File: config.mk
export PLATFORM = sky130hd
export DESIGN_NAME = sactf_ram
export DESIGN_NICKNAME = d
export VERILOG_FILES = /design/src/hdl/sactf_ram.sv
export SDC_FILE = /design/constraint.sdc
export NUM_CORES = 1
export LEC_CHECK = 0
export BUFFER_PORTS_ARGS = -buffer_cell sky130_fd_sc_hd__buf_2
export CAP_MARGIN = 30
export CORE_MARGIN = 10
export CORE_UTILIZATION = 53
export DETAILED_ROUTE_END_ITERATION = 7
export PLACE_DENSITY = 0.83
export SLEW_MARGIN = 10
export SYNTH_ARGS = -nofsm -noshare
export SYNTH_HDL_FRONTEND = slang
export SYNTH_SLANG_ARGS = --single-unit
File: constraint.sdc
create_clock -name clock -period 1.55 [get_ports clock]
set_input_delay 0.0775 -clock clock [delete_from_list [all_inputs] [get_ports clock]]
set_output_delay 0.0775 -clock clock [all_outputs]
set_load 0.005 [all_outputs]
File: src/hdl/sactf_ram.sv
// ----------------------------------------------------------------------------
// sactf_ram
// Simple dual-port synchronous RAM, one write and one registered read port.
// ----------------------------------------------------------------------------
`timescale 1ns / 1ps
`default_nettype none

module sactf_ram #(
   parameter int WIDTH = 8,
   parameter int DEPTH = 2
) (
   input  wire logic                     clock,
   input  wire logic                     wr_en,
   input  wire logic [$clog2(DEPTH)-1:0] wr_addr,
   input  wire logic [WIDTH-1:0]         wr_data,
   input  wire logic                     rd_en,
   input  wire logic [$clog2(DEPTH)-1:0] rd_addr,
   output logic      [WIDTH-1:0]         rd_data
);

   logic [WIDTH-1:0] mem [DEPTH];
   logic [WIDTH-1:0] rd_data_ff;

   always_ff @(posedge clock) begin
      if (wr_en) begin
         mem[wr_addr] <= wr_data;
      end
      if (rd_en) begin
         rd_data_ff <= mem[rd_addr];
      end
   end

   assign rd_data = rd_data_ff;

endmodule

`default_nettype wire

* Word level (Yosys, flattened, before mapping)
Memories as Yosys holds them, arrays and structs flattened. A register that Yosys moved wholly into a read port is not among the register bits.
Index checks and enable logic that the tools add are counted.
** Word-level totals
- Word-level logic and storage cells :: 3
- Flip-flop bits (word level) :: 0
- RAM bits :: 16
- Bits of input ports :: 13
- Output and inout bits :: 8
- Memories :: 1
** Memory list
- mem :: depth 2, bits a word 8, read ports 1, clocked after Yosys merged registers in 1, wr ports 1, line 21 : logic [WIDTH-1:0] mem [DEPTH];
** Cells by class
- Multiplexer cells :: 2
** Operators with widths (count)
- 2-to-1 mux 1 bit :: 2

* Logic depth before layout (Yosys ltp)
- Depth after elaboration :: 2
- Mapped depth :: 2
- Depth with buffers taken out :: 1

* Least setup slack after synthesis
No wires, ideal clock.
- Path type :: input -> register
- From :: input port wr_en
- To :: memory mem[0][0], enable pin
- Buffers on the path :: 0
- Stages :: 1
- Arrival time :: 0.498 ns
- Slack :: 0.679 ns
- Required time :: 1.177 ns
- Cell sequence :: nor2b_1
** On the way
- Word-level cells in the longest chain between the ends :: 2
** Ends and longest elaborated chain
- start, declared :: line 13 : input wire logic wr_en,
- 2-to-1 mux 1 bit :: line 25 : if (wr_en) begin
- 2-to-1 mux 1 bit (implied by the code) :: line 26 : mem[wr_addr] <= wr_data;
- end, declared :: line 21
Every way passes these cells.

* Worst setup path after layout
- From :: memory mem[0][1]
- To :: register rd_data_ff[1], in the netlist rd_data[1], read port of mem, data pin
** RTL lines
- end, declared :: line 22 : logic [WIDTH-1:0] rd_data_ff;
No word-level cell between the ends.

==> impl_results.md <==
- Status: completed
- CORE AREA: 1520 µm²
- Reg2Reg Depth: 1
- Maximum capacitance violations: 0
- Setup TNS: 0 ps
- Finished Layout Cells: 82
- FMAX: 1120 MHz
- Io pins: 21
- Hold Fails Final Rpt: 0
- Clk buf depth: 2
- Critical path arrival: 960 ps
- Crit Reg-Reg Startpoint: mem[0][1]
- Routability Congestion: 0.629
- Internal power: 0.920 mW
- Seq pwr share: 0.687
- First-pass GRT wire length: 1.88 mm
- Die width: 60.4 µm
- Initial Util: 0.567
- Yosys warns: 0
- Starting DRT DRC Count: 5
- Post-CTS Repair Setup Buffers: 0
- Leak pwr: 0.430 nW
- Req. time, crit path: 1610 ps
- H-tree depth: 1
- CP endpoint kind: register
- Yosys reg bits: 24
- Total CTS buffers: 3
- DR WL/cell: 14.9 µm
- Vias/cell: 5.01
- Avg Cell Area, Syn: 24.7 µm²
- Worst Hold End: rd_data[4]
- Combinational share of power: 0.090
- Post-synthesis adder-cell area fraction: 0
- CP Max Fanout: 1
- Clock power share: 0.223
- Largest family of logic cells by synthesized area: multiplexers
- Clock latency at the later pin of the worst-skew pair: 290 ps
- Slew @ Worst Pin: 352 ps
- RR Endpoint: rd_data[1]
- Final Max Tran Viols: 0
- Pin count of the biggest net entering global routing: 13
- Top-area cell type share of the netlist area: 0.834
- Post-synthesis mux area share: 0.139
- Clock root buffer: clkbuf_4
- CP delay by family, top: flip-flops
- Vias in the first global route: 440
- RSZ-0062 raised after global routing: false
- FF-to-FF setup slack: 660 ps
- Die area: 3650 µm²
- Synth unique cells: 5
- Final wirelength: 1.22 mm
- Final setup vio count: 0
- Share of layout cells above drive strength 1: 0.485
- Slew headroom: 0.765
- Clk_skew: 1.60 ps
- Sequential area share after synthesis: 0.834
- DRC viols: 0
- Synth top area cells: edfxtp_1 (83%), mux2_4 (14%), buf_6 (1.3%)
- CTS Sinks: 24
- Syn_nets: 48
- Router iterations before antenna repair: 4
- Ant diodes: 0
- Nets: 81
- Max incr delay on CP: 390 ps
- CP startpoint: mem[0][1]
- Synth Area in XOR/XNOR: 0
- Cell taking the most area after synthesis: edfxtp_1
- CP cell instances: mux2_4
- Post-synthesis compound-gate area fraction: 0
- Routed Antenna Nets: 0
- Initial antenna violation count: 0
- Congestion Overflow GR: 0
- Hold crit path type: in2reg
- Clk slew on worst S/H paths: 110 ps
- Synthesized cell area: 865 µm²
- Hold path startpoint: rd_en
- Buf/Inv on CP: 0
- Psw: 0.210 mW
- Hold Path Depth: 1
- Cells after synthesis: 35
- IO Port Bufs: 20
- Placed Area: 981 µm²
- Die Height: 60.4 µm
- Critical path's slowest cell: edfxtp_1
- Global-route usage over all layers: 0.0674
- Power Density: 1040 nW/µm²
- Worst setup SP type: register
- DR vias: 411
- Switching share of total power: 0.186
- Synth Area in Simple Gates: 0.0145
- CTS tree: yes
- Crit Path Category: reg2reg
- Rows: 14
- Design area: 1080 µm²
- Area added between synthesis and finish: 25.3%
- Period utilization: 0.577
- Fin crit period: 895 ps
- Peak VDD IR: 0.697 mV
- Placed cell count: 71
[synthesized netlist by cell type]
library cell	number
and2_1	1
nor2b_1	1
mux2_4	8
buf_6	1
edfxtp_1	24
[repair_timing]
action,CTS,global route
hold buffers,8,0
hold endpoints to repair,16,0
gates resized for setup,0,0
[layout by cell type (no fill, tap or decap), drive strengths merged]
cell type | Yosys | layout
mux2 | 8 | 8
nor2b | 1 | 1
edfxtp | 24 | 24
dlygate4sd3 | 0 | 8
clkbuf | 0 | 3
and2 | 1 | 1
buf | 1 | 21
[power by group through the flow]
stage	Sequential [mW]	Clock (mW)	Combinational, mW
floorplan	0.792	0	0.0444
detailed placement	0.791	0	0.0874
finish	0.776	0.252	0.102
global route	0.780	0.287	0.110
global placement	0.790	0	0.0840
CTS	0.776	0.265	0.102
[how the worst max path moves through the flow]
stage / cells after the start / endpoint / slack (ps)
final: 1 / rd_data[1] / 660
after detailed placement: 2 / rd_data[4] / 650
after CTS: 1 / rd_data[5] / 640
after global placement: 2 / rd_data[0] / 670
after global routing: 1 / rd_data[2] / 600
after floorplan: 1 / mem[0][0] / 680
[through the flow]
stage,total power [mW],hold slack (ps),util,setup slack (ps)
floorplan,0.837,176,-,679
global placement,0.874,266,0.644,666
detailed placement,0.879,271,0.644,646
CTS,1.14,95.0,0.711,640
global route,1.18,93.3,0.711,602
finish,1.13,109,0.711,655
[per-layer routing]
metal  wire length [µm]  share of wire  track usage  vias up
met1                481           0.39       0.0699      194
met5                  0              0            0        -
li1                   -              -            -      200
met3                154           0.13       0.0376        0
met4                  0              0       0.0288        0
met2                583           0.48        0.110       17
[sequential cells by signal (all words and copies together) (netlist names)]
name     cells
mem         16
rd_data      8
[final cells by class]
class	count	area [µm²]
Sequential cell	24	721
Clock buffer	3	22.5
Tap cell	16	20.0
Timing Repair Buffer	29	188
Fill cell	89	440
Multi-Input combinational cell	10	133
[logic make-up after synthesis]
kind of cell,Yosys count
buffers and inverters,1
flip-flops,24
multiplexers,8
AND/OR/NAND/NOR,2
No activity file was read; power rests on OpenSTA's default activity.
